`src/rtl/m3alu_pkg.sv`:
```
package m3alu_pkg;

  localparam int IN_W  = 16;
  localparam int RES_W = 33;
  localparam int IDX_W = 2;

  typedef enum logic [1:0] {
    OP_ADD = 2'd0,
    OP_SUB = 2'd1,
    OP_MUL = 2'd2,
    OP_TRN = 2'd3
  } op_t;

  // Classification of one element on its way from front to back.
  typedef struct packed {
    logic second;
    logic complete;
    op_t  op;
  } tag_t;

endpackage

```
`src/rtl/m3alu_if.sv`:
```
interface m3alu_in_if import m3alu_pkg::*; ();
  logic                   valid;
  logic                   ready;
  logic signed [IN_W-1:0] element_value;

  modport source (output valid, element_value, input ready);
  modport sink (input valid, element_value, output ready);
endinterface

interface m3alu_out_if import m3alu_pkg::*; ();
  logic                    valid;
  logic                    ready;
  logic signed [RES_W-1:0] result_value;
  logic [IDX_W-1:0]        result_row;
  logic [IDX_W-1:0]        result_col;
  logic                    last_element;

  modport source (output valid, result_value, result_row, result_col, last_element,
                  input ready);
  modport sink (input valid, result_value, result_row, result_col, last_element,
                output ready);
endinterface

interface m3alu_cfg_if import m3alu_pkg::*; ();
  logic       valid;
  logic       ready;
  logic [1:0] operation;

  modport source (output valid, operation, input ready);
  modport sink (input valid, operation, output ready);
endinterface

```
`src/rtl/matrix3x3_alu_top.sv`:
```
// 3x3 integer matrix unit (size set by DIM, stored element width by ELEM_WIDTH).
// in_ch carries one signed element per item, row-major: the first matrix, then
// the second (only the first for transpose). cfg_ch writes the operation
// (add, subtract, multiply, transpose); write it only while the block is idle.
// out_ch returns DIM*DIM results per set, row-major, each with row, column and
// a last marker on the final one.
// Input takes one item per cycle while the two-entry queue between front and
// back has room. The back stores elements into two element memories and, after
// the completing item, sweeps the result matrix: one memory read per cycle
// while out_ch does not hold the pipeline, one read per result for add, subtract
// and transpose and DIM reads per result for multiply. Each result passes the
// memory read registers, the term register and the output register in order.
// While the sweep runs, further input fills the queue, then in_ch.ready drops.
// When out_ch.ready is low the whole result pipeline holds; nothing is lost.
// Reset (rst_n low, synchronous) clears the operation to add, the load position,
// the queue and the pipeline; element memories keep their contents.
module matrix3x3_alu_top import m3alu_pkg::*; #(
  parameter int DIM        = 3,
  parameter int ELEM_WIDTH = 16
) (
  input  logic        clk,
  input  logic        rst_n,
  m3alu_in_if.sink    in_ch,
  m3alu_out_if.source out_ch,
  m3alu_cfg_if.sink   cfg_ch
);

  localparam int CIDX_W = $clog2(DIM * DIM);
  localparam int QW     = $bits(tag_t) + CIDX_W + ELEM_WIDTH;

  logic                         f_valid, f_ready;
  tag_t                         f_tag;
  logic [CIDX_W-1:0]            f_idx;
  logic signed [ELEM_WIDTH-1:0] f_data;

  logic                         b_valid, b_ready;
  logic [QW-1:0]                b_word;
  tag_t                         b_tag;
  logic [CIDX_W-1:0]            b_idx;
  logic signed [ELEM_WIDTH-1:0] b_data;

  m3alu_front #(.DIM(DIM), .ELEM_WIDTH(ELEM_WIDTH)) u_front (
    .clk        (clk),
    .rst_n      (rst_n),
    .in_ch      (in_ch),
    .cfg_ch     (cfg_ch),
    .push_valid (f_valid),
    .push_ready (f_ready),
    .push_tag   (f_tag),
    .push_idx   (f_idx),
    .push_data  (f_data)
  );

  m3alu_fifo #(.W(QW)) u_fifo (
    .clk        (clk),
    .rst_n      (rst_n),
    .push_valid (f_valid),
    .push_ready (f_ready),
    .push_data  ({f_tag, f_idx, f_data}),
    .pop_valid  (b_valid),
    .pop_ready  (b_ready),
    .pop_data   (b_word)
  );

  assign {b_tag, b_idx, b_data} = b_word;

  m3alu_back #(.DIM(DIM), .ELEM_WIDTH(ELEM_WIDTH)) u_back (
    .clk       (clk),
    .rst_n     (rst_n),
    .pop_valid (b_valid),
    .pop_ready (b_ready),
    .pop_tag   (b_tag),
    .pop_idx   (b_idx),
    .pop_data  (b_data),
    .out_ch    (out_ch)
  );

endmodule

```
`src/rtl/m3alu_front.sv`:
```
module m3alu_front import m3alu_pkg::*; #(
  parameter int DIM        = 3,
  parameter int ELEM_WIDTH = 16
) (
  input  logic                             clk,
  input  logic                             rst_n,
  m3alu_in_if.sink                         in_ch,
  m3alu_cfg_if.sink                        cfg_ch,
  output logic                             push_valid,
  input  logic                             push_ready,
  output tag_t                             push_tag,
  output logic [$clog2(DIM*DIM)-1:0]       push_idx,
  output logic signed [ELEM_WIDTH-1:0]     push_data
);

  localparam int CELLS  = DIM * DIM;
  localparam int CIDX_W = $clog2(CELLS);

  op_t               op_r;
  logic              sel_r;
  logic [CIDX_W-1:0] idx_r;
  logic              accept;
  logic              at_end;
  logic              complete;

  assign cfg_ch.ready = 1'b1;
  assign in_ch.ready  = push_ready;
  assign push_valid   = in_ch.valid;
  assign accept       = in_ch.valid && push_ready;

  assign at_end   = (idx_r == CIDX_W'(CELLS - 1));
  assign complete = (op_r == OP_TRN) ? (sel_r || at_end) : (sel_r && at_end);

  assign push_tag  = '{second: sel_r, complete: complete, op: op_r};
  assign push_idx  = idx_r;
  assign push_data = ELEM_WIDTH'(in_ch.element_value);

  always_ff @(posedge clk) begin
    if (!rst_n) begin
      op_r <= OP_ADD;
    end else if (cfg_ch.valid) begin
      op_r <= op_t'(cfg_ch.operation);
    end
  end

  // Track where the next element lands; restart the set once it completes.
  always_ff @(posedge clk) begin
    if (!rst_n) begin
      sel_r <= 1'b0;
      idx_r <= '0;
    end else if (accept) begin
      if (complete) begin
        sel_r <= 1'b0;
        idx_r <= '0;
      end else if (at_end) begin
        sel_r <= 1'b1;
        idx_r <= '0;
      end else begin
        idx_r <= idx_r + 1'b1;
      end
    end
  end

  a_set_restart: assert property (@(posedge clk) disable iff (!rst_n)
    accept && complete |=> !sel_r && idx_r == '0)
    else $error("load position not cleared after set completion");

endmodule

```
`src/rtl/m3alu_fifo.sv`:
```
module m3alu_fifo #(
  parameter int W = 8
) (
  input  logic         clk,
  input  logic         rst_n,
  input  logic         push_valid,
  output logic         push_ready,
  input  logic [W-1:0] push_data,
  output logic         pop_valid,
  input  logic         pop_ready,
  output logic [W-1:0] pop_data
);

  logic [W-1:0] entry_r [2];
  logic         wr_ptr_r;
  logic         rd_ptr_r;
  logic [1:0]   count_r;
  logic         push;
  logic         pop;

  assign push_ready = (count_r != 2'd2);
  assign pop_valid  = (count_r != 2'd0);
  assign pop_data   = entry_r[rd_ptr_r];
  assign push       = push_valid && push_ready;
  assign pop        = pop_valid && pop_ready;

  always_ff @(posedge clk) begin
    if (push) begin
      entry_r[wr_ptr_r] <= push_data;
    end
  end

  always_ff @(posedge clk) begin
    if (!rst_n) begin
      wr_ptr_r <= 1'b0;
      rd_ptr_r <= 1'b0;
      count_r  <= 2'd0;
    end else begin
      if (push) begin
        wr_ptr_r <= ~wr_ptr_r;
      end
      if (pop) begin
        rd_ptr_r <= ~rd_ptr_r;
      end
      count_r <= count_r + {1'b0, push} - {1'b0, pop};
    end
  end

  a_count_bound: assert property (@(posedge clk) disable iff (!rst_n)
    count_r <= 2'd2)
    else $error("queue occupancy out of range");

endmodule

```
`src/rtl/m3alu_back.sv`:
```
module m3alu_back import m3alu_pkg::*; #(
  parameter int DIM        = 3,
  parameter int ELEM_WIDTH = 16
) (
  input  logic                         clk,
  input  logic                         rst_n,
  input  logic                         pop_valid,
  output logic                         pop_ready,
  input  tag_t                         pop_tag,
  input  logic [$clog2(DIM*DIM)-1:0]   pop_idx,
  input  logic signed [ELEM_WIDTH-1:0] pop_data,
  m3alu_out_if.source                  out_ch
);

  localparam int CELLS  = DIM * DIM;
  localparam int CIDX_W = $clog2(CELLS);
  localparam int RW     = $clog2(DIM);
  localparam int PW     = 2 * ELEM_WIDTH;

  typedef enum logic [1:0] {
    ST_LOAD = 2'b01,
    ST_RUN  = 2'b10
  } st_t;

  typedef struct packed {
    logic          first_k;
    logic          last_k;
    logic [RW-1:0] row;
    logic [RW-1:0] col;
    logic          last;
    op_t           op;
  } stg_t;

  logic signed [ELEM_WIDTH-1:0] mem_a [CELLS];
  logic signed [ELEM_WIDTH-1:0] mem_b [CELLS];

  st_t               st_r;
  op_t               op_r;
  logic [RW-1:0]     r_r, c_r, k_r;
  logic              pop;
  logic              adv;
  logic              issue;
  logic              k_done;
  logic [CIDX_W-1:0] addr_a, addr_b;

  logic signed [ELEM_WIDTH-1:0] a_rd_r, b_rd_r;
  logic                         s1_vld_r, s2_vld_r;
  stg_t                         s1_r, s2_r;
  logic signed [PW-1:0]         prod;
  logic signed [RES_W-1:0]      term;
  logic signed [RES_W-1:0]      term_r;
  logic signed [RES_W-1:0]      acc_r;
  logic signed [RES_W-1:0]      sum;

  logic                    out_vld_r;
  logic signed [RES_W-1:0] out_val_r;
  logic [IDX_W-1:0]        out_row_r, out_col_r;
  logic                    out_last_r;

  assign pop_ready = (st_r == ST_LOAD);
  assign pop       = pop_valid && pop_ready;
  assign adv       = !out_vld_r || out_ch.ready;
  assign issue     = (st_r == ST_RUN) && adv;
  assign k_done    = (op_r != OP_MUL) || (k_r == RW'(DIM - 1));

  always_comb begin
    case (op_r)
      OP_MUL: begin
        addr_a = CIDX_W'(r_r * DIM + k_r);
        addr_b = CIDX_W'(k_r * DIM + c_r);
      end
      OP_TRN: begin
        addr_a = CIDX_W'(c_r * DIM + r_r);
        addr_b = CIDX_W'(r_r * DIM + c_r);
      end
      default: begin
        addr_a = CIDX_W'(r_r * DIM + c_r);
        addr_b = CIDX_W'(r_r * DIM + c_r);
      end
    endcase
  end

  always_ff @(posedge clk) begin
    if (pop && !pop_tag.second) begin
      mem_a[pop_idx] <= pop_data;
    end
    if (adv) begin
      a_rd_r <= mem_a[addr_a];
    end
  end

  always_ff @(posedge clk) begin
    if (pop && pop_tag.second) begin
      mem_b[pop_idx] <= pop_data;
    end
    if (adv) begin
      b_rd_r <= mem_b[addr_b];
    end
  end

  // Sequencer: walk row, column and (for multiply) the inner index.
  always_ff @(posedge clk) begin
    if (!rst_n) begin
      st_r <= ST_LOAD;
      op_r <= OP_ADD;
      r_r  <= '0;
      c_r  <= '0;
      k_r  <= '0;
    end else begin
      case (st_r)
        ST_LOAD: begin
          if (pop && pop_tag.complete) begin
            st_r <= ST_RUN;
            op_r <= pop_tag.op;
            r_r  <= '0;
            c_r  <= '0;
            k_r  <= '0;
          end
        end
        ST_RUN: begin
          if (adv) begin
            if (k_done) begin
              k_r <= '0;
              if (c_r == RW'(DIM - 1)) begin
                c_r <= '0;
                if (r_r == RW'(DIM - 1)) begin
                  st_r <= ST_LOAD;
                end else begin
                  r_r <= r_r + 1'b1;
                end
              end else begin
                c_r <= c_r + 1'b1;
              end
            end else begin
              k_r <= k_r + 1'b1;
            end
          end
        end
        default: st_r <= ST_LOAD;
      endcase
    end
  end

  assign prod = a_rd_r * b_rd_r;

  always_comb begin
    case (s1_r.op)
      OP_ADD:  term = RES_W'(a_rd_r) + RES_W'(b_rd_r);
      OP_SUB:  term = RES_W'(a_rd_r) - RES_W'(b_rd_r);
      OP_MUL:  term = RES_W'(prod);
      OP_TRN:  term = RES_W'(a_rd_r);
      default: term = '0;
    endcase
  end

  assign sum = s2_r.first_k ? term_r : acc_r + term_r;

  always_ff @(posedge clk) begin
    if (!rst_n) begin
      s1_vld_r  <= 1'b0;
      s2_vld_r  <= 1'b0;
      out_vld_r <= 1'b0;
    end else if (adv) begin
      s1_vld_r  <= issue;
      s2_vld_r  <= s1_vld_r;
      out_vld_r <= s2_vld_r && s2_r.last_k;
    end
  end

  always_ff @(posedge clk) begin
    if (adv) begin
      s1_r <= '{first_k: (k_r == '0), last_k: k_done, row: r_r, col: c_r,
                last: k_done && r_r == RW'(DIM - 1) && c_r == RW'(DIM - 1), op: op_r};
      s2_r   <= s1_r;
      term_r <= term;
      if (s2_vld_r) begin
        acc_r      <= sum;
        out_val_r  <= sum;
        out_row_r  <= IDX_W'(s2_r.row);
        out_col_r  <= IDX_W'(s2_r.col);
        out_last_r <= s2_r.last;
      end
    end
  end

  assign out_ch.valid        = out_vld_r;
  assign out_ch.result_value = out_val_r;
  assign out_ch.result_row   = out_row_r;
  assign out_ch.result_col   = out_col_r;
  assign out_ch.last_element = out_last_r;

  a_last_corner: assert property (@(posedge clk) disable iff (!rst_n)
    out_vld_r && out_last_r |->
      out_row_r == IDX_W'(DIM - 1) && out_col_r == IDX_W'(DIM - 1))
    else $error("last marker away from the final element");

  a_single_term: assert property (@(posedge clk) disable iff (!rst_n)
    s2_vld_r && s2_r.op != OP_MUL |-> s2_r.first_k && s2_r.last_k)
    else $error("elementwise operation spans several terms");

  a_run_start: assert property (@(posedge clk) disable iff (!rst_n)
    pop && pop_tag.complete |=> st_r == ST_RUN && r_r == '0 && c_r == '0)
    else $error("completed set did not start the result sweep");

endmodule

```
`src/flat_wrapper.sv`:
```
// flat-port wrapper written by rule: the top's interface ports become plain ports
module matrix3x3_alu_top_flat import m3alu_pkg::*;
#(
  parameter int DIM        = 3,
  parameter int ELEM_WIDTH = 16
)
  (clk, rst_n, in_ch_valid, in_ch_element_value, in_ch_ready, out_ch_valid, out_ch_result_value, out_ch_result_row, out_ch_result_col, out_ch_last_element, out_ch_ready, cfg_ch_valid, cfg_ch_operation, cfg_ch_ready);
  m3alu_in_if in_ch_i ();
  m3alu_out_if out_ch_i ();
  m3alu_cfg_if cfg_ch_i ();
  input  logic clk;
  input  logic rst_n;
  input wire logic [$bits(in_ch_i.valid)-1:0] in_ch_valid;
  input wire logic [$bits(in_ch_i.element_value)-1:0] in_ch_element_value;
  output wire logic [$bits(in_ch_i.ready)-1:0] in_ch_ready;
  output wire logic [$bits(out_ch_i.valid)-1:0] out_ch_valid;
  output wire logic [$bits(out_ch_i.result_value)-1:0] out_ch_result_value;
  output wire logic [$bits(out_ch_i.result_row)-1:0] out_ch_result_row;
  output wire logic [$bits(out_ch_i.result_col)-1:0] out_ch_result_col;
  output wire logic [$bits(out_ch_i.last_element)-1:0] out_ch_last_element;
  input wire logic [$bits(out_ch_i.ready)-1:0] out_ch_ready;
  input wire logic [$bits(cfg_ch_i.valid)-1:0] cfg_ch_valid;
  input wire logic [$bits(cfg_ch_i.operation)-1:0] cfg_ch_operation;
  output wire logic [$bits(cfg_ch_i.ready)-1:0] cfg_ch_ready;
  assign in_ch_i.valid = in_ch_valid;
  assign in_ch_i.element_value = in_ch_element_value;
  assign in_ch_ready = in_ch_i.ready;
  assign out_ch_valid = out_ch_i.valid;
  assign out_ch_result_value = out_ch_i.result_value;
  assign out_ch_result_row = out_ch_i.result_row;
  assign out_ch_result_col = out_ch_i.result_col;
  assign out_ch_last_element = out_ch_i.last_element;
  assign out_ch_i.ready = out_ch_ready;
  assign cfg_ch_i.valid = cfg_ch_valid;
  assign cfg_ch_i.operation = cfg_ch_operation;
  assign cfg_ch_ready = cfg_ch_i.ready;
  matrix3x3_alu_top #(.DIM(DIM), .ELEM_WIDTH(ELEM_WIDTH)) u_core (.clk(clk), .rst_n(rst_n), .in_ch(in_ch_i), .out_ch(out_ch_i), .cfg_ch(cfg_ch_i));
endmodule
```
`config.mk`:
```
export PLATFORM = sky130hd
export DESIGN_NAME = matrix3x3_alu_top_flat
export DESIGN_NICKNAME = d
export VERILOG_FILES = /design/src/rtl/m3alu_pkg.sv /design/src/rtl/m3alu_if.sv /design/src/rtl/matrix3x3_alu_top.sv /design/src/rtl/m3alu_front.sv /design/src/rtl/m3alu_fifo.sv /design/src/rtl/m3alu_back.sv /design/src/flat_wrapper.sv
export SDC_FILE = /design/constraint.sdc
export NUM_CORES = 1
export LEC_CHECK = 0
export BUFFER_PORTS_ARGS = -buffer_cell sky130_fd_sc_hd__buf_2
export CELL_PAD_IN_SITES_DETAIL_PLACEMENT = 0
export CELL_PAD_IN_SITES_GLOBAL_PLACEMENT = 1
export CORE_MARGIN = 4
export CORE_UTILIZATION = 48
export DETAILED_ROUTE_END_ITERATION = 12
export GPL_TIMING_DRIVEN = 0
export PLACE_DENSITY_LB_ADDON = 0.05
export SYNTH_ARGS = -nofsm -noshare
export SYNTH_HDL_FRONTEND = slang
export SYNTH_HIERARCHICAL = 1
export SYNTH_SLANG_ARGS = --single-unit
export TNS_END_PERCENT = 1
```
`constraint.sdc`:
```
create_clock -name clk -period 6.3 [get_ports clk]
set_input_delay 1.89 -clock clk [delete_from_list [all_inputs] [get_ports clk]]
set_output_delay 1.89 -clock clk [all_outputs]
set_load 0.01 [all_outputs]
```
=== After elaboration in Yosys (flattened, before gate mapping) ===
Memories as Yosys holds them, arrays and structs flattened. A register that Yosys moved wholly into a read port is not among the register bits.
Index checks and enable logic that the tools add are counted.

* Flip-flop bits (word level): 111
* Bits in latches: 0
* Bits in writable memories: 336
* ROM bits: 0
* Output and inout port bits: 41
* Memories: 3

* Add/subtract/negate cells: 13
* $mul: 4
* Divide/modulo/power cells: 0
* $lt $le $gt $ge: 0
* Equality and inequality tests: 20
* Shift operators: 0
* Mux-type cells: 36
* Bitwise gates (word level): 2
* Reduce and logical (&&, ||, !) cells: 27

{| class="wikitable"
|+ Memory list
! name !! words !! bits a word !! read ports !! clocked after Yosys merged registers in !! wr ports !! line !! RTL
|-
| u_core.u_back.mem_a || 9 || 16 || 1 || 1 || 1 || m3alu_back.sv:34 || <nowiki>logic signed [ELEM_WIDTH-1:0] mem_a [CELLS];</nowiki>
|-
| u_core.u_back.mem_b || 9 || 16 || 1 || 1 || 1 || m3alu_back.sv:35 || <nowiki>logic signed [ELEM_WIDTH-1:0] mem_b [CELLS];</nowiki>
|-
| u_core.u_fifo.entry_r || 2 || 24 || 1 || 1 || 1 || m3alu_fifo.sv:14 || <nowiki>logic [W-1:0] entry_r [2];</nowiki>
|}

{| class="wikitable"
|+ Operators by type and width
! cell !! count
|-
| $pmux W33 S4 || 1
|-
| $add A33 B33 Y33 || 1
|-
| $mux W33 || 1
|-
| $mul A16 B16 Y32 || 1
|-
| $mux W2 || 15
|-
| $eq A2 B2 Y1 const B || 9
|-
| $add A16 B16 Y17 || 1
|-
| $sub A16 B16 Y17 || 1
|-
| $add A4 B2 Y4 || 4
|-
| $pmux W2 S2 || 4
|-
| $mul A2 B2 Y4 const B || 3
|-
| $mux W4 || 3
|-
| $ne A2 B2 Y1 const B || 6
|-
| $mux W1 || 11
|-
| $logic_and A1 B1 Y1 || 10
|-
| $pmux W4 S2 || 1
|-
| $add A2 B1 Y2 const B || 3
|-
| $reduce_and A2 Y1 || 3
|-
| $reduce_and A6 Y1 || 1
|-
| $reduce_bool A2 Y1 || 3
|-
| $reduce_and A5 Y1 || 1
|-
| $add A4 B1 Y4 const B || 1
|-
| $eq A2 B1 Y1 const B || 2
|-
| $eq A4 B4 Y1 const B || 1
|-
| 9 further kinds || 15
|}

=== Depth between registers and ports, before layout ===
* Depth in word-level cells: 6
* Depth in mapped cells: 24
* Depth with buffers taken out: 23

=== By module ===
Netlist, hierarchy kept.

{| class="wikitable"
|+ Modules (own cells, without submodules)
! module !! times used !! cells an instance !! area an instance (sq um) !! seq. area each (sq um)
|-
| m3alu_back || 1 || 2555 || 29125.4 || 12451.9
|-
| m3alu_fifo || 1 || 99 || 2073.2 || 1541.5
|-
| m3alu_front || 1 || 66 || 576.8 || 140.1
|}

=== Worst setup path after synthesis ===
No wires, ideal clock.

* Path type: register -> register
* Start point: reg u_core.u_back.a_rd_r[15] (read register of u_core.u_back.mem_a)
* End point: reg u_core.u_back.term_r[31] (data pin)
* Setup time: 0.269 ns
* Data arrival time: 6.124 ns
* Data required time: 6.031 ns
* Path slack: -0.093 ns
* Stages on the path, launching flop included: 22
* Path buffers: 1
* Clock period less this slack: 6.393 ns
* Cells stage by stage: edfxtp_1 clkbuf_1 nand2_1 inv_1 fa_1 fa_1 fa_1 fa_1 fa_1 inv_1 fa_1 inv_1 ha_1 a21o_1 a21oi_1 nor2_1 a21oi_1 o31ai_2 o41a_1 o41ai_2 xnor2_1 o21ai_2

* Word-level cells in the longest chain between the ends: 2

{| class="wikitable"
|+ RTL lines
! element !! line !! RTL
|-
| start, declared || m3alu_back.sv:46 || <nowiki>logic signed [ELEM_WIDTH-1:0] a_rd_r, b_rd_r;</nowiki>
|-
| $mul A16 B16 Y32 (tied with other cells) || m3alu_back.sv:144 || <nowiki>assign prod = a_rd_r * b_rd_r;</nowiki>
|-
| $pmux W33 S4 (*) || m3alu_back.sv:147 || <nowiki>case (s1_r.op)</nowiki>
|-
| net u_core.u_back.term[31] || m3alu_back.sv:50 || <nowiki>logic signed [RES_W-1:0] term;</nowiki>
|-
| end signal, assigned || m3alu_back.sv:175 || <nowiki>term_r <= term;</nowiki>
|-
| end, declared || m3alu_back.sv:51 || <nowiki>logic signed [RES_W-1:0] term_r;</nowiki>
|}

Mark *: on every way through the listed nets, which the timed path passes. The rest lies on a longest branch.
A chain may end at the register's enable or synchronous reset.

=== Worst setup path after layout ===
* Start point: reg u_core.u_back.a_rd_r[5] (read register of u_core.u_back.mem_a)
* End point: reg u_core.u_back.term_r[30] (data pin)

Same word-level chain as after synthesis.

==> impl_table.tex <==
\begin{tabular}{lr}
\hline
Metric & Value \\
\hline
\multicolumn{2}{l}{\textbf{Layout}} \\
\quad Combined area of the multi-input logic cells & 0.0161 sq mm \\
\quad Post-synthesis to final-layout area growth & 14.2\% \\
\quad Most common cell after layout, fill and taps aside & edfxtp\_1 \\
\quad Layout cells sized above 1 & 0.149 \\
\quad Layout net count & 3374 \\
\quad Number of fill cells in the layout & 5644 \\
\quad Area used by sequential logic in the layout & 0.0141 sq mm \\
\quad Final cell area excluding filler cells & 0.0363 sq mm \\
\quad Number of antenna diodes & 0 \\
\quad Commonest non-fill, non-tap cells in the layout & edfxtp\_1, nand2\_1, inv\_1 \\
\multicolumn{2}{l}{\textbf{Detailed routing}} \\
\quad Total via count in the routed design & 20600 \\
\quad Mean number of vias per cell & 5.40 \\
\quad WL/cell & 21.7 um \\
\quad Count of unresolved DRC violations after routing & 0 \\
\quad Total Wirelength & 82.8 mm \\
\quad Length of the first detailed-routing pass in iterations & 5 \\
\quad DRT iter0 DRCs & 1285 \\
\quad Post-route ant nets & 0 \\
\multicolumn{2}{l}{\textbf{Synth}} \\
\quad Post-synthesis instance area & 0.0318 sq mm \\
\quad Unique masters post-synth & 91 \\
\quad Sequential share of the synthesized area & 0.445 \\
\quad Flops \& latches, synth & 479 \\
\quad Synthesized Nets & 3180 \\
\quad Yosys warning count & 6 \\
\quad Asr flop ratio synth & 0 \\
\quad Primary flip-flop cell chosen by synthesis mapping & edfxtp\_1 \\
\quad Count of flip-flops with a built-in enable after synthesis & 454 \\
\quad Gate Count Post-Synth & 2720 \\
\quad Post-synthesis average cell area & 11.7 sq um \\
\multicolumn{2}{l}{\textbf{Place}} \\
\quad IO Port Bufs & 46 \\
\quad Placed standard-cell area & 0.0334 sq mm \\
\quad Total half-perimeter wirelength after legalization and detailed placement & 61.9 mm \\
\quad RD Place Congestion & 0.917 \\
\multicolumn{2}{l}{\textbf{Worst hold path}} \\
\quad Source of the worst hold timing path & u\_core/u\_back/s1\_r[2]\$\_DFFE\_PN\_ \\
\quad Hold Path Depth & 0 \\
\quad Hold endpoint & u\_core/u\_back/s2\_r[2]\$\_DFFE\_PN\_ \\
\quad Path type of the worst min-delay path & flip-flop to flip-flop \\
\multicolumn{2}{l}{\textbf{CTS}} \\
\quad CTS tree & built \\
\quad Clock tree root buffer cell & clkbuf\_16 \\
\quad Maximum clock insertion buffer count & 3 \\
\quad H-tree level count & 2 \\
\quad Count of clock tree sinks & 479 \\
\quad Clock buffers created by TritonCTS & 51 \\
\quad Clock transition time at the flip-flop clock pins of the worst setup and hold paths & 0.06 ns \\
\quad Worst skew pair latency & 0.61 ns \\
\multicolumn{2}{l}{\textbf{Timing}} \\
\quad Post-Route Skew & 0.0447 ns \\
\quad Unrepaired setup endpoints after global routing & true \\
\quad Minimum period implied by the final worst setup slack & 6.61 ns \\
\quad Fmax & 0.151 GHz \\
\quad Slack of the critical path & -0.309 ns \\
\quad Worst rel slew slack & 0.132 \\
\quad Hold Fails Final Rpt & 0 \\
\quad Tcrit/Tclk final & 1.05 \\
\quad Transition at the pin with the smallest max-transition slack & 1.30 ns \\
\quad Final max-slew violation count & 0 \\
\quad Setup violation total in the final timing report & 13 \\
\multicolumn{2}{l}{\textbf{Worst setup path}} \\
\quad Worst r2r path cells & 22 \\
\quad Capturing element type of the critical path & flip-flop \\
\quad Register-to-register setup slack & -0.31 ns \\
\quad Required @ worst endpoint & 6.65 ns \\
\quad Startpoint kind of the worst setup timing path & flip-flop \\
\quad Critical path arrival & 6.96 ns \\
\quad R2R Path End & u\_core/u\_back/term\_r[30]\$\_DFFE\_PN\_ \\
\quad Max FO, Critical Path & 6 \\
\quad Startpoint of the lowest-slack register-to-register path & u\_core/u\_back/a\_rd\_r[5]\$\_DFFE\_PN\_ \\
\quad Critical path type & flip-flop to flip-flop \\
\multicolumn{2}{l}{\textbf{Global route}} \\
\quad Global Route Usage Sum & 0.236 \\
\quad Pin count of the biggest net entering global routing & 50 \\
\quad Global-route wire length before repair & 127 mm \\
\quad Via count of the first global-routing pass & 21700 \\
\quad Congestion Overflow GR & 0 \\
\quad Antenna violations before repair & 1 \\
\multicolumn{2}{l}{\textbf{Floorplan}} \\
\quad Std-Cell Rows & 94 \\
\quad Y dimension of the die & 265 um \\
\quad Core Box Area & 0.0657 sq mm \\
\quad Horiz. Die Dim & 265 um \\
\quad Floorplan die area & 0.0704 sq mm \\
\quad Initial core utilization & 0.483 \\
\quad I/O pin count & 64 \\
\multicolumn{2}{l}{\textbf{Flow run}} \\
\quad Reported max-cap violation count & 0 \\
\multicolumn{2}{l}{\textbf{Outcome}} \\
\quad Status & finished, violations left \\
\quad Violated checks & negative setup slack \\
\hline
\end{tabular}
## cell type report
cell class | count | share of cell area
buffer | 123 | 0.0215
clock buffer | 61 | 0.0362
clock inverter | 31 | 0.0108
multi-input combinational | 1761 | 0.444
tap | 864 | 0.0298
timing repair buffer | 144 | 0.0310
inverter | 354 | 0.0369
sequential | 479 | 0.389
## cells in the mapped netlist, types with 5 or more instances
library cell	n	area (sq um)
a21oi_1	84	420
nor2b_1	21	131
xor2_1	35	307
o211ai_1	9	67.6
dfxtp_1	25	500
edfxtp_1	454	13600
nand2b_1	22	138
nand3_1	52	260
buf_4	21	158
o21ai_0	121	606
fa_1	271	5430
buf_1	8	30.0
a311oi_1	17	149
o21a_1	15	113
mux4_2	33	743
a21boi_0	5	37.5
and2_1	105	657
a31oi_1	25	156
mux2i_1	29	290
mux2_2	6	67.6
o31ai_1	8	60.1
nor3_1	17	85.1
xnor2_1	47	412
and3_1	24	150
a21o_1	31	233
mux2_4	20	300
ha_1	166	2080
buf_2	8	40.0
clkbuf_1	85	319
nand4_1	5	31.3
o21bai_1	10	75.1
nor2_1	121	454
a211oi_1	14	105
nand2_1	361	1360
inv_1	353	1330
## sequential cells by signal, summed over array words and instances, names as in the netlist, 4 cells and up, named ones only
signal and flops:
u_core/u_back/a_rd_r 16, u_core/u_back/b_rd_r 16, u_core/u_back/mem_a 144, u_core/u_back/mem_b 144
u_core/u_back/out_ch.result_value 33, u_core/u_back/s1_r 9, u_core/u_back/s2_r 7, u_core/u_back/term_r 32
u_core/u_fifo/entry_r 48, u_core/u_front/push_idx 4
## critical path, cell delays in order, from the launching register on
cell	delay, ns
edfxtp_1	0.53
buf_6	0.19
and2_1	0.16
fa_1	0.53
inv_1	0.06
fa_1	0.58
inv_1	0.07
fa_2	0.55
fa_2	0.44
fa_1	0.54
inv_1	0.07
fa_1	0.48
inv_1	0.08
ha_4	0.26
a21o_1	0.19
a221o_1	0.38
a31oi_4	0.26
o21ai_4	0.11
a41oi_2	0.22
nor2_2	0.10
and3_1	0.19
o31ai_2	0.24
nand2_1	0.12
## worst max-delay path by stage
stage                                                   from                                 end  slack, ns  cells past startpoint
final                      u_core/u_back/a_rd_r[5]$_DFFE_PN_  u_core/u_back/term_r[30]$_DFFE_PN_      -0.31                     22
after floorplan           u_core/u_back/a_rd_r[11]$_DFFE_PN_  u_core/u_back/term_r[31]$_DFFE_PN_       0.02                     21
after global placement    u_core/u_back/a_rd_r[11]$_DFFE_PN_  u_core/u_back/term_r[30]$_DFFE_PN_      -1.43                     22
after global routing       u_core/u_back/a_rd_r[5]$_DFFE_PN_  u_core/u_back/term_r[31]$_DFFE_PN_      -0.43                     23
after detailed placement  u_core/u_back/a_rd_r[11]$_DFFE_PN_  u_core/u_back/term_r[30]$_DFFE_PN_      -1.46                     22
after CTS                  u_core/u_back/a_rd_r[5]$_DFFE_PN_  u_core/u_back/term_r[31]$_DFFE_PN_      -0.37                     22
## stage by stage
| step | utilization | worst slack, ns | TNS [ns] | cells | hold slack [ns] |
|---|---|---|---|---|---|
| 2_1_floorplan | - | 0.0208 | 0 | 2720 | 0.400 |
| 3_3_place_gp | 0.503 | -1.43 | -60.13 | 3630 | 0.401 |
| 3_5_place_dp | 0.508 | -1.46 | -20.77 | 3647 | 0.405 |
| 4_1_cts | 0.549 | -0.373 | -1.92 | 3805 | 0.419 |
| 5_1_grt | 0.552 | -0.430 | -4.12 | 3817 | 0.426 |
| 6_report | 0.552 | -0.309 | -1.87 | 3817 | 0.421 |
## metal layers
metal	GRT usage	up-vias	routed length (um)
met3	0.0270	150	3120
li1	-	9629	-
met1	0.300	10400	34300
met2	0.419	428	42000
met4	0.0832	0	3310
met5	0	-	0
## repair_timing
| item | 4_1_cts | 5_1_grt |
|---|---|---|
| setup endpoints to repair | 22 | 20 |
| hold buffers | 0 | 0 |
| setup buffers | 69 | 12 |
| resized for setup | 130 | 36 |
| pin swaps | 25 | 16 |
## cell families (layout without fill, tap and decap cells)
family          count (synthesis)  count (layout)  synth area share
compound gates                399             399            0.0819
xor+xnor                       82              82            0.0226
fa+ha+maj                     437             437             0.236
buf+inv                       480             713            0.0608
flops                         479             479             0.445
mux                            88              88            0.0441
other cells                     1               1          0.000118
simple gates                  754             754             0.110
Power is not shown: default switching activity piles up to over one toggle a cycle in this logic, so the estimate is an artifact.
